<file path="src/design/fqs_pkg.sv">
package fqs_pkg;

	localparam logic [2:0] FUNC_PUSH   = 3'd0;
	localparam logic [2:0] FUNC_POP    = 3'd1;
	localparam logic [2:0] FUNC_PEEK_F = 3'd2;
	localparam logic [2:0] FUNC_PEEK_B = 3'd3;
	localparam logic [2:0] FUNC_SEARCH = 3'd4;
	localparam logic [2:0] FUNC_CLEAR  = 3'd5;

	localparam logic [1:0] STATUS_OK    = 2'd0;
	localparam logic [1:0] STATUS_EMPTY = 2'd1;
	localparam logic [1:0] STATUS_FULL  = 2'd2;

	typedef struct packed {
		logic [2:0]         func;
		logic signed [31:0] value;
	} req_t;

	typedef struct packed {
		logic [1:0]         status;
		logic signed [31:0] data;
		logic               found;
		logic [4:0]         occupancy;
	} rsp_t;

	// Commands from the controller to the datapath.
	typedef struct packed {
		logic load;
		logic exec;
		logic srch_step;
		logic emit;
	} cmd_t;

	// Status from the datapath to the controller.
	typedef struct packed {
		logic srch;
		logic srch_done;
	} sts_t;

endpackage

</file>
<file path="src/design/fqs_ctrl.sv">
module fqs_ctrl (
	input  logic          clk,
	input  logic          arst_n,
	input  logic          req_valid,
	output logic          req_stall,
	output logic          rsp_valid,
	input  logic          rsp_stall,
	input  fqs_pkg::sts_t sts,
	output fqs_pkg::cmd_t cmd
);
	import fqs_pkg::*;

	localparam logic [1:0] ST_IDLE   = 2'd0;
	localparam logic [1:0] ST_EXEC   = 2'd1;
	localparam logic [1:0] ST_SEARCH = 2'd2;
	localparam logic [1:0] ST_RESULT = 2'd3;

	logic [1:0] state_q;
	logic [1:0] state_d;
	logic       out_valid_q;
	logic       out_free;

	assign out_free  = !out_valid_q || !rsp_stall;
	assign req_stall = (state_q != ST_IDLE);
	assign rsp_valid = out_valid_q;

	always_comb begin
		state_d       = state_q;
		cmd           = '0;
		unique case (state_q)
			ST_IDLE: begin
				if (req_valid) begin
					cmd.load = 1'b1;
					state_d  = ST_EXEC;
				end
			end
			ST_EXEC: begin
				cmd.exec = 1'b1;
				state_d  = sts.srch ? ST_SEARCH : ST_RESULT;
			end
			ST_SEARCH: begin
				cmd.srch_step = 1'b1;
				if (sts.srch_done) begin
					state_d = ST_RESULT;
				end
			end
			ST_RESULT: begin
				if (out_free) begin
					cmd.emit = 1'b1;
					state_d  = ST_IDLE;
				end
			end
			default: begin
				state_d = ST_IDLE;
			end
		endcase
	end

	always_ff @(posedge clk or negedge arst_n) begin
		if (!arst_n) begin
			state_q     <= ST_IDLE;
			out_valid_q <= 1'b0;
		end else begin
			state_q <= state_d;
			if (cmd.emit) begin
				out_valid_q <= 1'b1;
			end else if (!rsp_stall) begin
				out_valid_q <= 1'b0;
			end
		end
	end

endmodule

</file>
<file path="src/design/fqs_dp.sv">
module fqs_dp #(
	parameter int DEPTH = 16
) (
	input  logic          clk,
	input  logic          arst_n,
	input  fqs_pkg::req_t req,
	input  fqs_pkg::cmd_t cmd,
	output fqs_pkg::sts_t sts,
	output fqs_pkg::rsp_t rsp
);
	import fqs_pkg::*;

	localparam int AW = $clog2(DEPTH);
	localparam int CW = $clog2(DEPTH + 1);
	localparam logic [AW-1:0] LAST = AW'(DEPTH - 1);

	logic [31:0]   mem [DEPTH];

	logic [2:0]    op_q;
	logic [31:0]   val_q;
	logic [AW-1:0] head_q;
	logic [AW-1:0] tail_q;
	logic [CW-1:0] count_q;
	logic [AW-1:0] pos_q;
	logic [CW-1:0] left_q;
	logic [31:0]   rd_data_q;
	logic [1:0]    status_q;
	logic          found_q;
	logic          peek_ok_q;
	rsp_t          rsp_q;

	logic          full;
	logic          empty;
	logic          hit;
	logic [AW-1:0] head_next;
	logic [AW-1:0] tail_next;
	logic [AW-1:0] tail_prev;
	logic [AW-1:0] pos_next;
	logic [AW-1:0] rd_addr;

	assign full      = (count_q == CW'(DEPTH));
	assign empty     = (count_q == '0);
	assign head_next = (head_q == LAST) ? '0 : head_q + 1'b1;
	assign tail_next = (tail_q == LAST) ? '0 : tail_q + 1'b1;
	assign tail_prev = (tail_q == '0) ? LAST : tail_q - 1'b1;
	assign pos_next  = (pos_q == LAST) ? '0 : pos_q + 1'b1;
	assign hit       = (rd_data_q == val_q);

	assign sts.srch      = (op_q == FUNC_SEARCH) && !empty;
	assign sts.srch_done = hit || (left_q == CW'(1));

	// The exec cycle reads the head (or the newest entry for peek back); a
	// search then walks forward from there one entry per cycle.
	always_comb begin
		if (cmd.exec) begin
			rd_addr = (op_q == FUNC_PEEK_B) ? tail_prev : head_q;
		end else begin
			rd_addr = pos_q;
		end
	end

	always_ff @(posedge clk) begin
		if (cmd.exec && (op_q == FUNC_PUSH) && !full) begin
			mem[tail_q] <= val_q;
		end
		if (cmd.exec || cmd.srch_step) begin
			rd_data_q <= mem[rd_addr];
		end
	end

	always_ff @(posedge clk) begin
		if (cmd.load) begin
			op_q  <= req.func;
			val_q <= req.value;
		end
		if (cmd.exec) begin
			pos_q  <= head_next;
			left_q <= count_q;
		end else if (cmd.srch_step) begin
			pos_q  <= pos_next;
			left_q <= left_q - 1'b1;
		end
		if (cmd.emit) begin
			rsp_q.status    <= status_q;
			rsp_q.data      <= peek_ok_q ? rd_data_q : '0;
			rsp_q.found     <= found_q;
			rsp_q.occupancy <= 5'(count_q);
		end
	end

	always_ff @(posedge clk or negedge arst_n) begin
		if (!arst_n) begin
			head_q    <= '0;
			tail_q    <= '0;
			count_q   <= '0;
			status_q  <= STATUS_OK;
			found_q   <= 1'b0;
			peek_ok_q <= 1'b0;
		end else if (cmd.exec) begin
			status_q  <= STATUS_OK;
			found_q   <= 1'b0;
			peek_ok_q <= 1'b0;
			unique case (op_q)
				FUNC_PUSH: begin
					if (full) begin
						status_q <= STATUS_FULL;
					end else begin
						tail_q  <= tail_next;
						count_q <= count_q + 1'b1;
					end
				end
				FUNC_POP: begin
					if (empty) begin
						status_q <= STATUS_EMPTY;
					end else begin
						head_q  <= head_next;
						count_q <= count_q - 1'b1;
					end
				end
				FUNC_PEEK_F, FUNC_PEEK_B: begin
					if (empty) begin
						status_q <= STATUS_EMPTY;
					end else begin
						peek_ok_q <= 1'b1;
					end
				end
				FUNC_CLEAR: begin
					head_q  <= '0;
					tail_q  <= '0;
					count_q <= '0;
				end
				default: begin
				end
			endcase
		end else if (cmd.srch_step && hit) begin
			found_q <= 1'b1;
		end
	end

	assign rsp = rsp_q;

endmodule

</file>
<file path="src/design/fifo_queue_with_search_core.sv">
// Channel   Valid       Stall       Payload   Direction
// request   req_valid   req_stall   req       into the block
// response  rsp_valid   rsp_stall   rsp       out of the block
//
// One item is worked on at a time: it is loaded, executed and then emitted.
// Search walks the stored entries through the single memory read port, one
// entry per cycle, and stops at the first match or after the last entry.
// After reset the queue is empty; the entry memory is not cleared.
// A stalled response waits in the output register while the next item is taken.
module fifo_queue_with_search_core #(
	parameter int DEPTH = 16
) (
	input  logic          clk,
	input  logic          arst_n,
	input  logic          req_valid,
	output logic          req_stall,
	input  fqs_pkg::req_t req,
	output logic          rsp_valid,
	input  logic          rsp_stall,
	output fqs_pkg::rsp_t rsp
);
	import fqs_pkg::*;

	cmd_t cmd;
	sts_t sts;

	fqs_ctrl u_ctrl (
		.clk       (clk),
		.arst_n    (arst_n),
		.req_valid (req_valid),
		.req_stall (req_stall),
		.rsp_valid (rsp_valid),
		.rsp_stall (rsp_stall),
		.sts       (sts),
		.cmd       (cmd)
	);

	fqs_dp #(
		.DEPTH (DEPTH)
	) u_dp (
		.clk    (clk),
		.arst_n (arst_n),
		.req    (req),
		.cmd    (cmd),
		.sts    (sts),
		.rsp    (rsp)
	);

endmodule

</file>
<file path="config.mk">
export PLATFORM = sky130hd
export DESIGN_NAME = fifo_queue_with_search_core
export DESIGN_NICKNAME = d
export VERILOG_FILES = /design/src/design/fqs_pkg.sv /design/src/design/fqs_ctrl.sv /design/src/design/fqs_dp.sv /design/src/design/fifo_queue_with_search_core.sv
export SDC_FILE = /design/constraint.sdc
export NUM_CORES = 1
export LEC_CHECK = 0
export ABC_AREA = 1
export BUFFER_PORTS_ARGS = -buffer_cell sky130_fd_sc_hd__buf_4
export CORE_MARGIN = 1
export CORE_UTILIZATION = 45
export CTS_CLUSTER_DIAMETER = 150
export DETAILED_ROUTE_END_ITERATION = 8
export PLACE_DENSITY = 0.59
export SKIP_CTS_REPAIR_TIMING = 1
export SLEW_MARGIN = 0
export SYNTH_ARGS = -nofsm -noshare
export SYNTH_HDL_FRONTEND = slang
export SYNTH_SLANG_ARGS = --single-unit
</file>
<file path="constraint.sdc">
create_clock -name clk -period 7.52 [get_ports clk]
set_input_delay 1.128 -clock clk [delete_from_list [all_inputs] [get_ports clk]]
set_output_delay 1.128 -clock clk [all_outputs]
set_load 0.01 [all_outputs]
</file>
Yosys cells after proc, flatten, opt, wreduce, memory -nomap -nowiden

Memory sizes are Yosys's and may differ from the RTL's. A register that Yosys moved wholly into a read port is not among the register bits.
Index checks and enable logic that the tools add are counted.

Add/subtract/negate cells: 7
Eq/ne operators: 20
Multiplexer cells: 39
Reduce and logical (&&, ||, !) cells: 27

Operator list:

| cell                                                                | count |
|---|---|
| 4-bit 2-to-1 mux                                                    | 10 |
| 32-bit == test                                                      | 1 |
| 5-bit 2-to-1 mux                                                    | 4 |
| 1-bit 2-to-1 mux                                                    | 16 |
| 4-bit one-hot mux with 2 select lines                               | 2 |
| 5-bit one-hot mux with 3 select lines                               | 1 |
| 4-bit by 1-bit adder with 4-bit output (second input constant)      | 3 |
| 4-bit == test (second input constant)                               | 3 |
| 2-bit nonzero test                                                  | 5 |
| 5-bit by 1-bit subtractor with 5-bit output (second input constant) | 2 |
| 3-bit AND reduction                                                 | 3 |
| 2-bit 2-to-1 mux                                                    | 4 |
| 2-bit inequality test (second input constant)                       | 4 |
| 2-bit one-hot mux with 4 select lines                               | 1 |
| 3-bit by 2-bit == test with 1-bit output (second input constant)    | 2 |
| 3-bit == test (second input constant)                               | 2 |
| 5-bit by 1-bit adder with 5-bit output (second input constant)      | 1 |
| 5-bit by 1-bit == test with 1-bit output (second input constant)    | 1 |
| 5-bit == test (second input constant)                               | 1 |
| 5-bit logical NOT                                                   | 1 |
| 2-bit == test (second input constant)                               | 2 |
| 1-bit logical AND                                                   | 4 |
| 1-bit logical NOT                                                   | 4 |
| 4-bit logical NOT                                                   | 1 |
| other kinds (12)                                                    | 15 |

Register bits after elaboration: 104
Bits in writable memories: 512
Logic and storage cells: 110
Memories: 1

Memories:

| memory   | depth | width | read ports | clocked after Yosys merged registers in | write ports | line         | text |
|---|---|---|---|---|---|---|---|
| u_dp.mem | 16    | 32    | 1          | 1                                       | 1           | fqs_dp.sv:17 | `logic [31:0] mem [DEPTH];` |

Logic depth before layout (Yosys ltp)

Gate-level depths: netlist (run 1).

Depth after elaboration: 6
Gate-level depth with buffers: 15
Mapped depth without buffers: 14

Cells and area by module

From an unflattened synthesis (run 1), not the netlist that was laid out.

Cell total of the unflattened synthesis: 2548
Area, all modules: 28299.6 µm²

Modules (own cells, without submodules):

| module   | instances | cells an instance | area each (µm²) |
|---|---|---|---|
| fqs_dp   | 1         | 2511              | 28034.4 |
| fqs_ctrl | 1         | 37                | 265.3 |

Worst setup path before layout (run 1)

Ideal clock, no wire load.

Path kind: register -> register
Start: reg u_ctrl.state_q[1]
End: mem u_dp.mem[3][0], enable pin
Library setup time: 0.461 ns
Arrival: 3.510 ns
Required time: 7.059 ns
Slack: 3.549 ns
Cell stages (with the launch flop): 8
Path buffers: 1
Period minus slack after synthesis: 3.971 ns
Path through: dfrtp_1 inv_1 ha_1 buf_4 clkinv_1 nor2_1 nand2_1 nor3_1

Word-level cells in the longest chain between the ends: 6

Ends and longest elaborated chain:

| item                                     | line           | text |
|---|---|---|
| from (decl)                              | fqs_ctrl.sv:18 | `logic [1:0] state_q;` |
| from (signal assigned)                   | fqs_ctrl.sv:64 | `state_q <= state_d;` |
| 2-bit by 1-bit == test with 1-bit output | fqs_ctrl.sv:30 | `unique case (state_q)` |
| 1-bit 2-to-1 mux                         | fqs_ctrl.sv:30 |  |
| 1-bit logical AND (2 in a row)           | fqs_dp.sv:63   | `if (cmd.exec && (op_q == FUNC_PUSH) && !full) begin` |
| 1-bit 2-to-1 mux                         | fqs_dp.sv:63   |  |
| 1-bit 2-to-1 mux (not written as such)   | fqs_dp.sv:64   | `mem[tail_q] <= val_q;` |
| to (decl)                                | fqs_dp.sv:17   |  |

No other way between the ends.

Worst setup path after layout (run 1)

Start: reg u_ctrl.state_q[1]
End: reg u_dp.rd_data_q[31], read port of u_dp.mem (data pin)

Word-level cells in the longest chain between the ends: 3
Elaborated cells on any way between the ends: 6
Those cells by class: eq/ne (2); mux (3); reduce/logical (1)

Ends and longest elaborated chain:

| item                                                                      | line                       | text |
|---|---|---|
| 2-bit by 1-bit == test with 1-bit output or 2-bit == test (tied branches) | fqs_ctrl.sv:30             |  |
| 1-bit 2-to-1 mux                                                          | fqs_ctrl.sv:30             |  |
| 4-bit 2-to-1 mux or 1-bit logical OR (tied branches)                      | fqs_dp.sv:55, fqs_dp.sv:66 |  |
| to (decl)                                                                 | fqs_dp.sv:26               | `logic [31:0] rd_data_q;` |

Several ways; a longest one is shown, not always the timed one.
A chain may end at the register's enable or synchronous reset.

==> results.md, run 1 <==
- Register Area: 19400 sq um
- Number of diodes: 0
- Final worst-path cycle share: 0.640
- Netlist area before placement: 28200 sq um
- Setup repair after global routing missed its margin: no
- Start-to-end type of the worst setup path: register to register
- Detailed-routed wire length on met3: 3250 um
- Cell area power density: 416 nW/um^2
- Number of hold violations in the final report: 0
- Worst reg2reg path depth: 9
- Detailed route wirelength on metal2: 33400 um
- Filler cells: 5374
- Terminus of the critical flop-to-flop path: u_dp.rd_data_q[31]
- Standard-cell row count: 91
- CP peak stage delay: 0.95 ns
- Multi-input logic area: 6700 sq um
- Share of synthesized registers carrying an async set or reset: 0.0309
- Post-synthesis register bit count: 648
- Worst setup slack after placement: 2.79 ns
- Per-instance average area after synthesis: 11.1 sq um
- Final-layout worst hold slack: 0.400 ns
- Cell area after placement: 29600 sq um
- Global placer's final weighted congestion: 0.774
- Pin count of the biggest net entering global routing: 158
- Router iterations before antenna repair: 5
- Hold Path Class: input port to async pin
- Leakage power figure: 13.0 nW
- Die outline area: 63800 sq um
- Wirelength per Cell: 19.8 um
- Top cells by area in the synthesized netlist: sky130_fd_sc_hd__edfxtp_1 (67%), sky130_fd_sc_hd__nand3_1 (11%), sky130_fd_sc_hd__nand2_1 (6.2%)
- Core area: 61800 sq um
- Per-cell via count in the routed design: 5.24
- Area growth syn-to-layout: 12.9%
- Clk Tree Root Cell: sky130_fd_sc_hd__clkbuf_16
- Die outline height: 253 um
- Via total after detailed routing: 18300
- Total negative slack for setup checks: 0 ns
- Slowest cell on crit path: sky130_fd_sc_hd__clkinv_1
- Bufs on Longest Clock Path: 3
- Remaining number of nets flagged by the antenna check after routing: 0
- Die Wd: 253 um
- Cell type contributing the most total cell area after synthesis: sky130_fd_sc_hd__edfxtp_1
- Synth Flop Type: sky130_fd_sc_hd__edfxtp_1
- Starting DRC count in detailed routing: 1651
- Ordered list of cells on the worst path: inv_1 -> ha_1 -> clkinv_1 -> a22oi_2 -> buf_4 -> clkinv_1 -> buf_4 -> nand3_1 -> nand2_1
- Overall fraction of global-route tracks in use: 0.221
- Final standard cell utilization of the core: 0.516
- Routed wire length: 69000 um
- Yosys top cell area share: 0.668
- Global-route wire length before repair: 107000 um
- Max-slew violations: 0
- Syn_nets: 2601
- Setup violators final: 0
- Maximum net fanout on the critical path: 33
- Port buffer count: 80
- Crit-path leading delay family: buffers and inverters
- Max Fclk: 0.208 GHz
- Number of antenna violations at the first check in global routing: 0
- Non-filler cells, final: 3484
- Leading cell type by number of instances after synthesis: sky130_fd_sc_hd__edfxtp_1
- H-tree depth reported by CTS: 3
- Grt total ovfl: 0
- Ratio of cells with drive above 1 in the final layout: 0.0963
- Number of synthesis warnings: 0
- Total clock sinks: 648
- Total power of the final layout: 13.3 mW
- CTS buffer count: 70
- Fin crit period: 4.81 ns
- Top sig layer: met4
- Worst Setup Start Kind: register
- DRC viols: 0
- Clock-pin slew on the worst setup and hold paths: 0.06 ns
- Final WS setup: 2.71 ns
- Metal-1 WL: 30500 um
- # placed instances: 3359
- Number of buffers and inverters on the critical path: 5
- Slew at the pin closest to its max-slew limit: 1.18 ns
- Flop2flop setup slack: 2.71 ns
- Max capacitance violation total: 0
- CP Data Arrival Time: 5.16 ns
- Clk_lat worst skew: 0.61 ns
- Initial Utilization: 0.457
- Sequential cell area fraction in the yosys report: 0.685
- Net count of the finished layout: 2650
- IR Drop Worst-Case VDD: 308 uV
- Max-slew headroom at the worst pin: 0.215
- Number of distinct library cell variants in the gate-level netlist after synthesis: 36
- Post-Route Skew: 0.0161 ns
- Ports placed on the boundary: 81
- Non-Filler Cell Area, Final: 31900 sq um
- Post-synthesis instance total: 2545
- Ranking of synthesized cells by instance count: sky130_fd_sc_hd__edfxtp_1 (628), sky130_fd_sc_hd__nand3_1 (605), sky130_fd_sc_hd__nand2_1 (470), sky130_fd_sc_hd__inv_1 (428), sky130_fd_sc_hd__nand3b_1 (90)
- Result of the run: completed
- Detailed-placement wirelength estimate: 34900 um
- CTS tree: yes
- Number of enable flip-flop cells after synthesis: 628
- Via count of the first global-routing pass: 18100
- Reg-to-Reg Start: u_ctrl.state_q[1]
- Data required, critical path: 7.86 ns
- Setup crit end kind: register
[cell type report]
type / count / share of cell area
Timing Repair Buffer: 117 / 0.0279
Multi-Input combinational cell: 1325 / 0.210
Sequential cell: 648 / 0.607
Inverter: 432 / 0.0510
Clock buffer: 88 / 0.0600
Clock inverter: 37 / 0.0113
Tap cell: 837 / 0.0328
[flip-flops by register name, summed over array words and instances (netlist names)]
register / cells
u_dp.pos_q: 4
u_dp.head_q: 4
u_dp.rd_data_q: 32
u_dp.rsp: 40
u_dp.mem: 512
u_dp.tail_q: 4
u_ctrl.state_q: 2
u_dp.status_q: 2
u_dp.found_q: 1
u_dp.left_q: 5
u_dp.count_q: 5
u_dp.peek_ok_q: 1
u_dp.val_q: 32
u_dp.op_q: 3
u_ctrl.rsp_valid: 1
[placed cells by master, fill, tap and decap left out, types with 14 or more instances in the layout]
master and instances:
sky130_fd_sc_hd__edfxtp_1 628, sky130_fd_sc_hd__nand3_1 605, sky130_fd_sc_hd__nand2_1 470, sky130_fd_sc_hd__inv_1 426
sky130_fd_sc_hd__buf_4 116, sky130_fd_sc_hd__nand3b_1 90, sky130_fd_sc_hd__clkbuf_16 74, sky130_fd_sc_hd__nor2_1 34
sky130_fd_sc_hd__xnor2_1 23, sky130_fd_sc_hd__o21ai_0 20, sky130_fd_sc_hd__dfrtp_1 20, sky130_fd_sc_hd__clkinv_1 16
sky130_fd_sc_hd__ha_1 15, sky130_fd_sc_hd__nor2_4 14
[worst max path at each step]
| stage | to | slack, ns | cells after the start | start |
|---|---|---|---|---|
| after CTS | u_dp.rd_data_q[31] | 2.80 | 9 | u_ctrl.state_q[1] |
| after global placement | u_dp.rd_data_q[12] | 2.91 | 9 | u_ctrl.state_q[1] |
| after floorplan | u_dp.mem[3][0] | 3.55 | 7 | u_ctrl.state_q[1] |
| after global routing | u_dp.rd_data_q[1] | 2.41 | 9 | u_ctrl.state_q[1] |
| after detailed placement | u_dp.rd_data_q[13] | 2.79 | 9 | u_ctrl.state_q[1] |
| final | u_dp.rd_data_q[31] | 2.71 | 9 | u_ctrl.state_q[1] |
[where the power goes]
part	switching [mW]	total [mW]	internal (mW)
registers	0.321	4.89	4.56
logic	3.47	4.93	1.47
clock network	1.40	3.44	2.04
[logic make-up after synthesis]
logic type      share of synthesized area
simple gates                        0.205
flops                               0.685
buf+inv                            0.0831
compound gates                    0.00979
xor+xnor                          0.00868
fa+ha+maj                         0.00780
[layer usage]
metal / GRT usage / vias up
li1: - / 8661
met1: 0.299 / 8989
met2: 0.369 / 490
met3: 0.0306 / 117
met4: 0.0710 / 0
met5: 0 / -
Power figures use the tool's default switching activity.
==> inputs of run 2 (changes only) <==
ABC_AREA = 0   (was 1)
PLACE_DENSITY = 0.61   (was 0.59)
clock period = 4.4 ns   (was 7.52 ns; I/O delays follow)
==> results.md, run 2 <==
- Max Fclk: 0.295 GHz (+42%)
- Wirelength per Cell: 25.8 um (+30%)
- Max capacitance violation total: 0 (unchanged)
- Via count of the first global-routing pass: 12500 (-31%)
- Slew at the pin closest to its max-slew limit: 1.09 ns (-0.0902 ns)
- Initial Utilization: 0.455 (-0.00140)
- Slowest cell on crit path: sky130_fd_sc_hd__mux4_2
- Port buffer count: 80 (unchanged)
- Clk_lat worst skew: 0.60 ns (about the same)
- Pin count of the biggest net entering global routing: 71 (-55%)
- Detailed-placement wirelength estimate: 29000 um (-17%)
- CTS tree: yes
- Setup crit end kind: register
- Cell area power density: 680 nW/um^2 (+64%)
- Setup repair after global routing missed its margin: no
- Clk Tree Root Cell: sky130_fd_sc_hd__clkbuf_16
- Leading cell type by number of instances after synthesis: sky130_fd_sc_hd__edfxtp_1
- Net count of the finished layout: 1400 (-47%)
- Detailed route wirelength on metal2: 27000 um (-19%)
- Share of synthesized registers carrying an async set or reset: 0.0309 (unchanged)
- Remaining number of nets flagged by the antenna check after routing: 0 (unchanged)
- Number of distinct library cell variants in the gate-level netlist after synthesis: 60 (+67%)
- Max-slew headroom at the worst pin: 0.273 (+0.0585)
- Number of antenna violations at the first check in global routing: 1 (+1)
- Ratio of cells with drive above 1 in the final layout: 0.256 (+0.159)
- Most used cells in the layout excluding fill and tap cells: sky130_fd_sc_hd__edfxtp_1 (628), sky130_fd_sc_hd__mux4_2 (124), sky130_fd_sc_hd__buf_4 (106)
- Final-layout worst hold slack: 0.239 ns (-0.161 ns)
- Final worst-path cycle share: 0.771 (+0.131)
- Standard-cell row count: 86 (-5.5%)
- Post-Route Skew: 0.0185 ns (+0.00239 ns)
- Ranking of synthesized cells by instance count: sky130_fd_sc_hd__edfxtp_1 (628), sky130_fd_sc_hd__mux4_2 (124), sky130_fd_sc_hd__a22oi_1 (62), sky130_fd_sc_hd__nand2_1 (53), sky130_fd_sc_hd__and2_1 (45)
- Crit-path leading delay family: compound AO/OA/AOI/OAI gates
- Cell type contributing the most total cell area after synthesis: sky130_fd_sc_hd__edfxtp_1
- Most common cell after layout, fill and taps aside: sky130_fd_sc_hd__edfxtp_1
- Netlist area before placement: 25000 sq um (-11%)
- Worst reg2reg path depth: 8 (-1)
- Total power of the final layout: 19.6 mW (+48%)
- Global-route wire length before repair: 82500 um (-23%)
- Number of enable flip-flop cells after synthesis: 628 (unchanged)
- Detailed-routed wire length on met3: 3080 um (-5.0%)
- Number of synthesis warnings: 0 (unchanged)
- Number of stages on the worst setup path: 8 (-1)
- Yosys top cell area share: 0.753 (+0.0854)
- Most flops, register: u_dp.mem
- Worst Setup Start Kind: register
- Result of the run: completed
- Top cells by area in the synthesized netlist: sky130_fd_sc_hd__edfxtp_1 (75%), sky130_fd_sc_hd__mux4_2 (11%), sky130_fd_sc_hd__dfrtp_1 (2.0%)
- Fin crit period: 3.39 ns (-1.42 ns)
- Router iterations before antenna repair: 5 (unchanged)
- Per-cell via count in the routed design: 5.66 (+8.0%)
- Crit path capture: u_dp.rd_data_q[20]
- Setup violators final: 0 (unchanged)
- Post-synthesis instance total: 1213 (-52%)
- Per-instance average area after synthesis: 20.6 sq um (+86%)
- Ports placed on the boundary: 81 (unchanged)
- Flop2flop setup slack: 1.01 ns (-1.70 ns)
- Total negative slack for setup checks: 0 ns (unchanged)
- Ordered list of cells on the worst path: inv_1 -> ha_1 -> o2111ai_1 -> nand2_8 -> buf_12 -> mux4_2 -> a22oi_1 -> nand2_1
- Number of buffers and inverters on the critical path: 2 (-3)
- Global placer's final weighted congestion: 0.761 (-1.7%)
- Bufs on Longest Clock Path: 3 (unchanged)
- Area growth syn-to-layout: 15.0%
- Terminus of the critical flop-to-flop path: u_dp.rd_data_q[20]
- Clock-pin slew on the worst setup and hold paths: 0.06 ns (about the same)
- Data required, critical path: 4.74 ns (-3.12 ns)
- Final standard cell utilization of the core: 0.524 (+0.00760)
- Synth Flop Type: sky130_fd_sc_hd__edfxtp_1
- Total clock sinks: 648 (unchanged)
- IR Drop Worst-Case VDD: 780 uV (+150%)
- CP startpoint: u_ctrl.state_q[1]
- CTS buffer count: 68 (-2.9%)
- Core area: 55000 sq um (-11%)
- Number of flip-flops in the largest register: 512 (unchanged)
- Hold Path Class: input port to register
- Number of diodes: 0 (unchanged)
- Post-synthesis register bit count: 648 (unchanged)
- DRC viols: 0 (unchanged)
- Grt total ovfl: 0 (unchanged)
- CP peak stage delay: 0.58 ns (-0.37 ns)
- Die outline height: 238 um (-5.8%)
- Number of hold violations in the final report: 0 (unchanged)
- Max-slew violations: 0 (unchanged)
- Overall fraction of global-route tracks in use: 0.202 (-0.0191)
- Top sig layer: met4
- Routed wire length: 55200 um (-20%)
- Die Wd: 238 um (-5.8%)
- Via total after detailed routing: 12100 (-34%)
- Syn_nets: 1269 (-51%)
- CP Data Arrival Time: 3.74 ns (-1.42 ns)
- Die outline area: 56600 sq um (-11%)
- Starting DRC count in detailed routing: 1276 (-23%)
- Reg-to-Reg Start: u_ctrl.state_q[1]
- Start-to-end type of the worst setup path: register to register
- Leakage power figure: 9.50 nW (-27%)
- Maximum net fanout on the critical path: 68 (+110%)
- Metal-1 WL: 24000 um (-21%)
- Sequential cell area fraction in the yosys report: 0.773 (+0.0876)
- H-tree depth reported by CTS: 3 (unchanged)
run 2: where the power goes:
group          total [mW]  switching, mW  leakage [nW]  internal (mW)
Combinational        5.89           3.25          2.53           2.63
Sequential           8.30          0.547          5.97           7.76
Clock                5.38           2.32          1.00           3.07
Total                19.6           6.12          9.50           13.5
run 2: final cells by class:
class	instances	area (sq um)
clock buffer	91	1840
tap	748	936
multi-input combinational	496	5450
timing repair buffer	113	926
fill	4313	26200
inverter	17	63.8
sequential	648	19400
clock inverter	28	220
run 2: kinds of logic after synthesis:
| group | after synthesis | share of synthesized area |
|---|---|---|
| AOI/OAI and AO/OA | 129 | 0.0371 |
| xor gates and xnor gates | 41 | 0.0143 |
| adders and majority gates | 17 | 0.00879 |
| buffers and inverters | 69 | 0.0139 |
| DFF | 648 | 0.773 |
| muxes | 137 | 0.117 |
| and+or+nand+nor | 172 | 0.0359 |
run 2: per-stage QoR:
stage | instances | setup WS, ns | area, sq um
4_1_cts | 2140 | 1.01 | 28800
3_5_place_dp | 2021 | 1.01 | 26700
6_report | 2141 | 1.01 | 28800
2_1_floorplan | 1213 | 0.227 | 25000
5_1_grt | 2141 | 0.776 | 28800
3_3_place_gp | 2021 | 1.10 | 26700
run 2: worst min-delay path by stage:
stage                  from                to  cells past startpoint
5_1_grt             req[10]    u_dp.val_q[10]                      1
3_5_place_dp   u_dp.found_q       u_dp.rsp[5]                      0
2_1_floorplan        arst_n  u_ctrl.rsp_valid                      0
6_report            req[10]    u_dp.val_q[10]                      1
4_1_cts              arst_n    u_dp.head_q[1]                      1
3_3_place_gp   u_dp.found_q       u_dp.rsp[5]                      0
run 2: worst register-to-register path, stage by stage (launching register included):
cell                        delay (ns)
sky130_fd_sc_hd__dfrtp_1          0.42
sky130_fd_sc_hd__inv_1            0.13
sky130_fd_sc_hd__ha_1             0.51
sky130_fd_sc_hd__o2111ai_1        0.45
sky130_fd_sc_hd__nand2_8          0.19
sky130_fd_sc_hd__buf_12           0.45
sky130_fd_sc_hd__mux4_2           0.66
sky130_fd_sc_hd__a22oi_1          0.25
sky130_fd_sc_hd__nand2_1          0.09
run 2: layer usage:
layer	GRT usage	vias up
met5	0	-
met4	0.0536	0
met1	0.285	6413
li1	-	5239
met2	0.329	373
met3	0.0341	91
